## src/rtl/ear_pkg.sv

```systemverilog
// Shared types and constants for the epoch artifact rejection block.
// Holds the request payload structs, the reason codes and the sizing constants.
// No dependencies.
`default_nettype none

package ear_pkg;

    // Sizing
    localparam int MAX_CHANNELS = 512;
    localparam int CH_W         = $clog2(MAX_CHANNELS);
    localparam int IDX_W        = 9;
    localparam int SAMPLE_W     = 32;
    localparam int LIMIT_W      = 32;
    localparam int NUM_CLASSES  = 5;
    localparam int CFG_IDX_W    = 3;
    localparam int CFG_DATA_W   = 2 * LIMIT_W;

    // Result queue
    localparam int OQ_DEPTH = 4;
    localparam int OQ_AW    = $clog2(OQ_DEPTH);
    localparam int OQ_CW    = $clog2(OQ_DEPTH + 1);

    // Highest channel class that has limits (ECG); higher codes are skipped
    localparam logic [2:0] CLS_LAST_KNOWN = 3'd4;
    // Highest valid configuration register index (ecg_limits)
    localparam logic [CFG_IDX_W-1:0] CFG_LAST_INDEX = 3'd4;

    typedef enum logic [1:0] {
        REASON_NONE      = 2'd0,
        REASON_TOO_LARGE = 2'd1,
        REASON_FLAT      = 2'd2
    } reason_t;

    typedef struct packed {
        logic signed [SAMPLE_W-1:0] sample_value;
        logic [2:0]                 channel_class;
        logic                       channel_is_bad;
        logic                       last_of_channel;
        logic                       last_of_epoch;
    } in_t;

    typedef struct packed {
        logic              accepted;
        logic [1:0]        reason_code;
        logic [IDX_W-1:0]  channel_index;
        logic [LIMIT_W-1:0] peak_to_peak;
    } out_t;

    // Finished channel handed from the tracker to the judge
    typedef struct packed {
        logic signed [SAMPLE_W-1:0] ch_min;
        logic signed [SAMPLE_W-1:0] ch_max;
        logic [2:0]                 cls;
        logic                       bad;
        logic [CH_W-1:0]            index;
        logic                       end_ep;
    } done_t;

endpackage

`default_nettype wire

```

## src/rtl/ear_track.sv

```systemverilog
// Per-channel min/max tracker and channel counter.
// Emits one finished-channel record per channel end. Depends on ear_pkg.
`default_nettype none

module ear_track (
    input  wire logic          aclk,
    input  wire logic          aresetn,
    input  wire logic          acc,
    input  wire ear_pkg::in_t  in_data,
    output logic               done_valid,
    output ear_pkg::done_t     done
);

    logic signed [ear_pkg::SAMPLE_W-1:0] min_reg, max_reg;
    logic signed [ear_pkg::SAMPLE_W-1:0] min_next, max_next;
    logic                                first_reg;
    logic [ear_pkg::CH_W-1:0]            cnt_reg, cnt_next;
    logic                                end_ch;
    logic                                done_valid_reg;
    ear_pkg::done_t                      done_reg;

    // Fold the new sample into the running extremes
    always_comb begin
        if (first_reg) begin
            min_next = in_data.sample_value;
            max_next = in_data.sample_value;
        end else begin
            min_next = (in_data.sample_value < min_reg) ? in_data.sample_value : min_reg;
            max_next = (in_data.sample_value > max_reg) ? in_data.sample_value : max_reg;
        end
    end

    assign end_ch = in_data.last_of_channel | in_data.last_of_epoch;

    // Saturate the channel counter at its top value; restart at epoch end
    always_comb begin
        if (in_data.last_of_epoch) begin
            cnt_next = '0;
        end else if (cnt_reg != ear_pkg::CH_W'(ear_pkg::MAX_CHANNELS - 1)) begin
            cnt_next = cnt_reg + 1'b1;
        end else begin
            cnt_next = cnt_reg;
        end
    end

    // Track state and hand off finished channels
    always_ff @(posedge aclk) begin
        if (!aresetn) begin
            first_reg      <= 1'b1;
            cnt_reg        <= '0;
            min_reg        <= '0;
            max_reg        <= '0;
            done_valid_reg <= 1'b0;
        end else begin
            done_valid_reg <= acc && end_ch;
            if (acc) begin
                if (end_ch) begin
                    first_reg <= 1'b1;
                    cnt_reg   <= cnt_next;
                end else begin
                    first_reg <= 1'b0;
                    min_reg   <= min_next;
                    max_reg   <= max_next;
                end
            end
        end
    end

    // Channel record payload
    always_ff @(posedge aclk) begin
        if (acc && end_ch) begin
            done_reg.ch_min <= min_next;
            done_reg.ch_max <= max_next;
            done_reg.cls    <= in_data.channel_class;
            done_reg.bad    <= in_data.channel_is_bad;
            done_reg.index  <= cnt_reg;
            done_reg.end_ep <= in_data.last_of_epoch;
        end
    end

    assign done_valid = done_valid_reg;
    assign done       = done_reg;

endmodule

`default_nettype wire

```

## src/rtl/ear_judge.sv

```systemverilog
// Limit registers, per-channel limit check and epoch verdict.
// Produces one verdict request per epoch end. Depends on ear_pkg.
`default_nettype none

module ear_judge (
    input  wire logic                           aclk,
    input  wire logic                           aresetn,
    input  wire logic                           cfg_wr,
    input  wire logic [ear_pkg::CFG_IDX_W-1:0]  cfg_index,
    input  wire logic [ear_pkg::CFG_DATA_W-1:0] cfg_data,
    input  wire logic                           done_valid,
    input  wire ear_pkg::done_t                 done,
    output logic                                res_valid,
    output ear_pkg::out_t                       res
);

    logic [ear_pkg::CFG_DATA_W-1:0] limits_reg [ear_pkg::NUM_CLASSES];

    logic                          failed_reg, failed_next;
    ear_pkg::reason_t              reason_reg, reason_next, code;
    logic [ear_pkg::IDX_W-1:0]     chan_reg, chan_next;
    logic [ear_pkg::LIMIT_W-1:0]   peak_reg, peak_next;
    logic [ear_pkg::CFG_DATA_W-1:0] lim;
    logic [ear_pkg::LIMIT_W-1:0]   rej, flat, pp;
    logic                          known, check;
    logic                          res_valid_reg;
    ear_pkg::out_t                 res_reg;

    // Write limit registers; ignore indexes past the last class
    always_ff @(posedge aclk) begin
        if (!aresetn) begin
            for (int i = 0; i < ear_pkg::NUM_CLASSES; i++) begin
                limits_reg[i] <= '0;
            end
        end else if (cfg_wr && (cfg_index <= ear_pkg::CFG_LAST_INDEX)) begin
            limits_reg[cfg_index] <= cfg_data;
        end
    end

    // Test the finished channel against its class limits
    always_comb begin
        known = (done.cls <= ear_pkg::CLS_LAST_KNOWN);
        lim   = known ? limits_reg[done.cls] : '0;
        rej   = lim[ear_pkg::CFG_DATA_W-1:ear_pkg::LIMIT_W];
        flat  = lim[ear_pkg::LIMIT_W-1:0];
        pp    = ear_pkg::LIMIT_W'(done.ch_max - done.ch_min);
        if ((rej != '0) && (pp > rej)) begin
            code = ear_pkg::REASON_TOO_LARGE;
        end else if ((flat != '0) && (pp < flat)) begin
            code = ear_pkg::REASON_FLAT;
        end else begin
            code = ear_pkg::REASON_NONE;
        end
        check = !failed_reg && !done.bad && known && (code != ear_pkg::REASON_NONE);

        // Keep the first failure only
        failed_next = failed_reg;
        reason_next = reason_reg;
        chan_next   = chan_reg;
        peak_next   = peak_reg;
        if (check) begin
            failed_next = 1'b1;
            reason_next = code;
            chan_next   = ear_pkg::IDX_W'(done.index);
            peak_next   = pp;
        end
    end

    // Update the verdict; clear it when the epoch closes
    always_ff @(posedge aclk) begin
        if (!aresetn) begin
            failed_reg    <= 1'b0;
            reason_reg    <= ear_pkg::REASON_NONE;
            chan_reg      <= '0;
            peak_reg      <= '0;
            res_valid_reg <= 1'b0;
        end else begin
            res_valid_reg <= done_valid && done.end_ep;
            if (done_valid) begin
                if (done.end_ep) begin
                    failed_reg <= 1'b0;
                    reason_reg <= ear_pkg::REASON_NONE;
                    chan_reg   <= '0;
                    peak_reg   <= '0;
                end else begin
                    failed_reg <= failed_next;
                    reason_reg <= reason_next;
                    chan_reg   <= chan_next;
                    peak_reg   <= peak_next;
                end
            end
        end
    end

    // Verdict request payload
    always_ff @(posedge aclk) begin
        if (done_valid && done.end_ep) begin
            res_reg.accepted      <= !failed_next;
            res_reg.reason_code   <= reason_next;
            res_reg.channel_index <= chan_next;
            res_reg.peak_to_peak  <= peak_next;
        end
    end

    assign res_valid = res_valid_reg;
    assign res       = res_reg;

    // A verdict leaves the epoch state cleared
    a_clear_after_result: assert property (@(posedge aclk) disable iff (!aresetn)
        res_valid_reg |-> !failed_reg && (reason_reg == ear_pkg::REASON_NONE))
        else $error("verdict state not cleared at epoch end");

    // An accepted epoch reports no reason, channel or peak
    a_accept_clean: assert property (@(posedge aclk) disable iff (!aresetn)
        res_valid_reg && res_reg.accepted |->
            (res_reg.reason_code == ear_pkg::REASON_NONE) &&
            (res_reg.channel_index == '0) && (res_reg.peak_to_peak == '0))
        else $error("accepted epoch carries failure fields");

    // A rejected epoch always names a reason
    a_reject_reason: assert property (@(posedge aclk) disable iff (!aresetn)
        res_valid_reg && !res_reg.accepted |->
            (res_reg.reason_code == ear_pkg::REASON_TOO_LARGE) ||
            (res_reg.reason_code == ear_pkg::REASON_FLAT))
        else $error("rejected epoch without reason");

endmodule

`default_nettype wire

```

## src/rtl/ear_outq.sv

```systemverilog
// Small result queue that decouples the verdict logic from the output port.
// Depends on ear_pkg.
`default_nettype none

module ear_outq (
    input  wire logic                       aclk,
    input  wire logic                       aresetn,
    input  wire logic                       push,
    input  wire ear_pkg::out_t              push_data,
    input  wire logic                       pop,
    output logic                            not_empty,
    output ear_pkg::out_t                   head,
    output logic [ear_pkg::OQ_CW-1:0]       count
);

    ear_pkg::out_t                  q_reg [ear_pkg::OQ_DEPTH];
    logic [ear_pkg::OQ_AW-1:0]      wr_ptr_reg, rd_ptr_reg;
    logic [ear_pkg::OQ_CW-1:0]      count_reg;

    // Store pushed requests
    always_ff @(posedge aclk) begin
        if (push) begin
            q_reg[wr_ptr_reg] <= push_data;
        end
    end

    // Advance pointers and occupancy
    always_ff @(posedge aclk) begin
        if (!aresetn) begin
            wr_ptr_reg <= '0;
            rd_ptr_reg <= '0;
            count_reg  <= '0;
        end else begin
            if (push) begin
                wr_ptr_reg <= wr_ptr_reg + 1'b1;
            end
            if (pop) begin
                rd_ptr_reg <= rd_ptr_reg + 1'b1;
            end
            if (push && !pop) begin
                count_reg <= count_reg + 1'b1;
            end else if (pop && !push) begin
                count_reg <= count_reg - 1'b1;
            end
        end
    end

    assign not_empty = (count_reg != '0);
    assign head      = q_reg[rd_ptr_reg];
    assign count     = count_reg;

    a_no_overflow: assert property (@(posedge aclk) disable iff (!aresetn)
        push && !pop |-> count_reg != ear_pkg::OQ_CW'(ear_pkg::OQ_DEPTH))
        else $error("result queue overflow");

    a_no_underflow: assert property (@(posedge aclk) disable iff (!aresetn)
        pop |-> count_reg != '0)
        else $error("result queue underflow");

    a_count_range: assert property (@(posedge aclk) disable iff (!aresetn)
        count_reg <= ear_pkg::OQ_CW'(ear_pkg::OQ_DEPTH))
        else $error("result queue count out of range");

endmodule

`default_nettype wire

```

## src/rtl/epoch_artifact_rejection.sv

```systemverilog
// A last_of_epoch sample's verdict passes the tracker and judge registers and the queue to m_*.
// Throughput: one sample per cycle, paced by free slots in the four-entry result queue
// (a slot is held for every verdict queued or still in the two pipeline registers).
// Configuration writes are never stalled; cfg_ready is always high.
// Reset (aresetn low, synchronous) clears the limits to zero, the epoch state and the queue.
// Top level: tracker, judge and result queue. Depends on ear_pkg, ear_track, ear_judge, ear_outq.
`default_nettype none

module epoch_artifact_rejection (
    input  wire logic                           aclk,
    input  wire logic                           aresetn,
    input  wire logic                           s_valid,
    output logic                                s_ready,
    input  wire ear_pkg::in_t                   s_data,
    output logic                                m_valid,
    input  wire logic                           m_ready,
    output ear_pkg::out_t                       m_data,
    input  wire logic                           cfg_valid,
    output logic                                cfg_ready,
    input  wire logic [ear_pkg::CFG_IDX_W-1:0]  cfg_index,
    input  wire logic [ear_pkg::CFG_DATA_W-1:0] cfg_data
);

    logic                          acc;
    logic                          done_valid;
    ear_pkg::done_t                done;
    logic                          res_valid;
    ear_pkg::out_t                 res;
    logic                          pop;
    logic [ear_pkg::OQ_CW-1:0]     q_count;
    logic [ear_pkg::OQ_CW:0]       reserved;

    // Hold input while queued plus in-flight verdicts fill the queue
    assign reserved = (ear_pkg::OQ_CW+1)'(q_count)
                    + (ear_pkg::OQ_CW+1)'(done_valid && done.end_ep)
                    + (ear_pkg::OQ_CW+1)'(res_valid);
    assign s_ready  = (reserved < (ear_pkg::OQ_CW+1)'(ear_pkg::OQ_DEPTH));
    assign acc      = s_valid && s_ready;
    assign cfg_ready = 1'b1;
    assign pop      = m_valid && m_ready;

    ear_track u_track (
        .aclk       (aclk),
        .aresetn    (aresetn),
        .acc        (acc),
        .in_data    (s_data),
        .done_valid (done_valid),
        .done       (done)
    );

    ear_judge u_judge (
        .aclk       (aclk),
        .aresetn    (aresetn),
        .cfg_wr     (cfg_valid && cfg_ready),
        .cfg_index  (cfg_index),
        .cfg_data   (cfg_data),
        .done_valid (done_valid),
        .done       (done),
        .res_valid  (res_valid),
        .res        (res)
    );

    ear_outq u_outq (
        .aclk      (aclk),
        .aresetn   (aresetn),
        .push      (res_valid),
        .push_data (res),
        .pop       (pop),
        .not_empty (m_valid),
        .head      (m_data),
        .count     (q_count)
    );

endmodule

`default_nettype wire
```

## config.mk

```make
export PLATFORM = sky130hd
export DESIGN_NAME = epoch_artifact_rejection
export DESIGN_NICKNAME = d
export VERILOG_FILES = /design/src/rtl/ear_pkg.sv /design/src/rtl/ear_track.sv /design/src/rtl/ear_judge.sv /design/src/rtl/ear_outq.sv /design/src/rtl/epoch_artifact_rejection.sv
export SDC_FILE = /design/constraint.sdc
export NUM_CORES = 1
export LEC_CHECK = 0
export BUFFER_PORTS_ARGS = -buffer_cell sky130_fd_sc_hd__buf_2
export CAP_MARGIN = 10
export CORE_ASPECT_RATIO = 0.75
export CORE_MARGIN = 2
export CORE_UTILIZATION = 67
export CTS_CLUSTER_SIZE = 16
export DETAILED_ROUTE_END_ITERATION = 7
export PLACE_DENSITY = 0.82
export RECOVER_POWER = 100
export SETUP_SLACK_MARGIN = 0.1
export SYNTH_ARGS = -nofsm -noshare
export SYNTH_HDL_FRONTEND = slang
export SYNTH_SLANG_ARGS = --single-unit
```

## constraint.sdc

```tcl
create_clock -name aclk -period 12.58 [get_ports aclk]
set_clock_uncertainty 0.05 [all_clocks]
set_input_delay 1.887 -clock aclk [delete_from_list [all_inputs] [get_ports aclk]]
set_output_delay 1.887 -clock aclk [all_outputs]
set_load 0.02 [all_outputs]
```

Yosys cells after proc, flatten, opt, wreduce, memory -nomap -nowiden
Memory sizes are Yosys's and may differ from the RTL's. A register that Yosys moved wholly into a read port is not among the register bits.
Index checks and enable logic that the tools add are counted.
W data, S select, Z words.
{"block": "totals", "inputBits": 110, "n_memories": 2, "mem_bits_ro": 0, "mem_bits_rw": 496, "latchBits": 0, "reg_bits": 249, "elab_cells": 101, "out_inout_bits": 47}
{"block": "classes", "n_mux": 32, "shift": 0, "div": 0, "magnitude_cmp": 7, "n_addsub": 8, "multipliers": 0, "reduce_logical": 26, "n_bitwise": 2, "eq_ne": 1}
{"name": "u_judge.limits_reg", "depth": 5, "width": 64, "read_ports": 1, "rd_clocked_by_memory_dff": 1, "wr": 5, "line": "ear_judge.sv:17", "text": "logic [ear_pkg::CFG_DATA_W-1:0] limits_reg [ear_pkg::NUM_CLASSES];"}
{"name": "u_outq.q_reg", "depth": 4, "width": 44, "read_ports": 1, "rd_clocked_by_memory_dff": 1, "wr": 1, "line": "ear_outq.sv:16", "text": "ear_pkg::out_t q_reg [ear_pkg::OQ_DEPTH];"}
{"operator": "$mux W32", "count": 6}
{"operator": "$mux W64", "count": 2}
{"operator": "$gt A32 B32 Y1", "count": 2}
{"operator": "$lt A32 B32 Y1", "count": 2}
{"operator": "$reduce_bool A32 Y1", "count": 2}
{"operator": "$reduce_or A64 Y1", "count": 1}
{"operator": "$mux W9", "count": 4}
{"operator": "$sub A32 B32 Y32", "count": 1}
{"operator": "$logic_and A1 B1 Y1", "count": 12}
{"operator": "$mux W2", "count": 6}
{"operator": "$mux W3", "count": 4}
{"operator": "$mux W1", "count": 10}
{"operator": "$add A9 B1 Y9 const B", "count": 1}
{"operator": "$ne A9 B9 Y1 const B", "count": 1}
{"operator": "$le A3 B3 Y1 const B", "count": 2}
{"operator": "$reduce_bool A2 Y1", "count": 3}
{"operator": "$logic_not A1 Y1", "count": 5}
{"operator": "$add A2 B1 Y2 const B", "count": 2}
{"operator": "$add A3 B1 Y4", "count": 1}
{"operator": "$add A4 B1 Y4", "count": 1}
{"operator": "$lt A4 B3 Y1 const B", "count": 1}
{"operator": "$add A3 B1 Y3 const B", "count": 1}
{"operator": "$reduce_and A3 Y1", "count": 1}
{"operator": "$reduce_bool A3 Y1", "count": 1}
{"operator": "other kinds (4)", "count": 4}

Longest topological paths before layout
{"block": "depth", "word_depth": 10, "ltp_mapped": 25, "mapped_depth_nobuf": 23}

Hierarchy
A second synthesis with hierarchy kept.
{"block": "unflattened", "cells_unflattened": 2780, "hier_area_um2": 37771.2}
{"module": "ear_judge", "instances": 1, "cells_each": 1673, "area_per_inst_um2": 22245.1, "seq_area_each_um2": 12942.4}
{"module": "ear_track", "instances": 1, "cells_each": 827, "area_per_inst_um2": 8624.5, "seq_area_each_um2": 3843.7}
{"module": "ear_outq", "instances": 1, "cells_each": 272, "area_per_inst_um2": 6846.6, "seq_area_each_um2": 5465.2}
{"module": "epoch_artifact_rejection", "instances": 1, "cells_each": 8, "area_per_inst_um2": 55.1, "seq_area_each_um2": 0.0}

Least setup slack after synthesis
OpenSTA, ideal clock, no wires.
{"block": "synth_path", "path_kind": "in2reg", "startpoint": "in aresetn", "endpoint": "mem u_judge.limits_reg[1][0] (netlist bit), enable pin", "stages": 5, "t_required_ns": 11.956, "setup_time_ns": 0.574, "arrival_ns": 6.895, "setup_slack_ns": 5.061, "path_buffers": 1, "path_cell_list": "clkbuf_1 > nand2_1 > nor2_1 > nand2_1 > o21ai_0"}
{"element": "start, declared", "line": "epoch_artifact_rejection.sv:11", "text": "input wire logic aresetn,"}
{"element": "end, declared", "line": "ear_judge.sv:17"}

==> out/qor.txt <==
relative slew slack: -211%
average size of a mapped cell: 14.4 um2
clock power share: 29.8%
Setup crit end kind: register
Max Buffers Root-to-Sink: 3
postcts setup bufs: 0
initial antenna violation count: 8
Yosys top cell by area: edfxtp_1
CP max FO: 65
largest net degree at the start of global routing: 207
drt first-iter violations: 3,174
global-route wire length before repair: 161 mm
final WL: 106 mm
vias per cell: 6.30
wire per inst: 24.6 um
fillers: 3,969
Final GP Congestion: 0.892
row count: 81
grt ovf: 0
Syn Std Cell Area: 44,100 um2
yosys warns: 0
clk root buf: clkbuf_16
vias in the first global route: 27,100
worst path arrival time: 9.60 ns
Core Util, Final: 75.0%
CTS tree: yes
drt drc: 0
Max Freq: 0.105 GHz
Cell variety after synth: 75
startpoint types: input pin
drt pass-1 iters: 5
status: complete, but fails checks
WS Path Type: input pin to register
CTS buffer count: 87
Pwr Density: 186 nW/um2
Layout Area Growth over Synthesis: 10.8%
Clock Pin Slew Worst Setup and Hold Paths: 0.06 ns
share of cells above drive strength 1: 13.4%
vias: 27,200
number of synthesized flops with an enable pin: 810
CP Data Required Time: 12.69 ns
violated checks: max-capacitance violations, max-slew violations
#FFs+latches synth: 942
sw frac: 31.7%
cell with the most instances after synthesis: edfxtp_1
hold crit path type: register to register
DIE WIDTH: 300 um
fin. max-slew vios: 1,198
Initial Util: 67.7%
Psw: 2.87 mW
Setup-failing EPs final: 0
Multi-input gate area: 16,600 um2
num ports: 157
Nets: 3,640
quantity of gates resized following cts: 0
remaining antenna violation count after routing: 0
setup repair after global routing missed its margin: no
die span in y: 226 um
core area: 65,200 um2
Reg power frac: 42.3%
Worst-Skew Late Latency: 0.65 ns
share of the synthesized area in the top cell type: 55.1%
Pint: 6.19 mW
actual slew at the worst max-slew pin: 4.67 ns
Max Cap Viol: 25
maximum VDD drop: 0.164 mV
top cells by count, synth: edfxtp_1, and2_1, nand2_1
Leakage Power: 17.4 nW
Post-CTS Hold Buffers: 0
Top FF cell, synth: edfxtp_1
max reg flops: 512
H-tree levels: 3
TNS Setup: 0 ns
register area: 27,000 um2
final critical-path required period: 9.48 ns
port bufs: 155
Hold Violations, Final: 0
Final Cycle Share: 75.4%
sequential share of the synthesized area: 61.1%
clock sinks: 942
synth top area cells: edfxtp_1, mux4_2, dfxtp_1
total die area: 67,900 um2
Synth Instances: 3,061
ys async rst share: 0%
GRT Total Usage: 31.5%
Comb pwr share: 27.9%
hpwl dp: 66.5 mm
[through the flow]
step	hold WS (ns)	std cells	power [mW]	instance area, um2	setup slack (ns)
floorplan	0.387	3252	5.60	44800	5.06
global placement	0.405	4148	6.26	46300	6.05
detailed placement	0.414	4148	6.36	46300	5.90
CTS	0.423	4310	9.04	49200	5.87
global route	0.439	4313	9.41	48900	2.69
finish	0.422	4320	9.07	48900	3.10
[layer usage]
metal	wire length [um]	vias up	GRT usage, %	share of wire, %
met5	0	-	0	0
met4	2640	0	9.56	2.5
met3	9540	172	5.49	9.0
met2	50400	1372	50.3	47
met1	43700	13600	44.9	41
li1	-	12000	-	-
[cells in the final DEF, fill, tap and decap left out, types with 23 or more instances in the layout]
master | synthesis | routed
nor4_1 | 33 | 33
nor2_1 | 52 | 51
a21o_1 | 52 | 52
nor2b_1 | 49 | 49
nand3b_1 | 42 | 42
clkbuf_16 | 0 | 87
mux4_2 | 162 | 162
nand4_1 | 34 | 34
edfxtp_1 | 810 | 810
nor3_1 | 39 | 39
inv_1 | 116 | 115
mux2_2 | 117 | 97
clkbuf_1 | 101 | 156
and3_1 | 30 | 29
dfxtp_1 | 132 | 128
a21oi_1 | 62 | 62
and2_0 | 0 | 219
and2_1 | 341 | 118
mux2_1 | 32 | 52
nand3_1 | 44 | 44
o21ai_0 | 49 | 49
mux2i_1 | 86 | 86
buf_2 | 26 | 39
a311o_1 | 23 | 23
nand2_1 | 225 | 226
conb_1 | 2 | 193
ha_1 | 162 | 162
[cell families (layout without fill, tap and decap cells)]
group                      count (synthesis)  count (layout)  synth area share [%]
AOI/OAI and AO/OA                        311             311                  5.00
xor gates and xnor gates                  36              36                 0.715
adders and majority gates                165             165                  4.71
buffers and inverters                    279             466                  2.81
DFF                                      942             942                  61.1
muxes                                    397             397                  14.0
other                                      2             203                0.0170
and+or+nand+nor                          929             929                  11.6
[final timing paths]
kind                            slack, ns                   endpoint                start  cells past startpoint
worst max-delay path                 3.10  u_judge.limits_reg[3][53]              aresetn                      7
worst min-delay path                 0.42        u_track.min_reg[19]  u_track.min_reg[19]                      2
worst max register to register       3.98            u_judge.res[19]     u_track.done[25]                     21
worst min register to register       0.42        u_track.min_reg[19]  u_track.min_reg[19]                      2
[final cells by class]
class                   instances  share of cell area [%]
flip-flops and latches        942                    55.2
multi-input cells            2031                    34.0
clock buffers                 110                    4.73
well taps                     871                    2.23
repair buffers                188                    1.68
clock inverters                52                    1.21
inverters                     116                   0.891
diodes                         10                  0.0512
[power groups by stage]
stage	clock (mW)	combinational (mW)	sequential, mW
2_1_floorplan	0	1.79	3.81
3_3_place_gp	0	2.39	3.87
3_5_place_dp	0	2.46	3.89
4_1_cts	2.72	2.49	3.83
5_1_grt	2.83	2.72	3.86
6_report	2.70	2.53	3.84
[critical path, stage by stage]
cell and delay, ns:
clkbuf_1 0.84, nand2_1 0.29, nor2_1 0.19, and3_2 0.19
clkbuf_1 2.47, nand2b_1 0.69, clkbuf_1 2.93
Note: power is estimated with default switching activity, not from simulation.
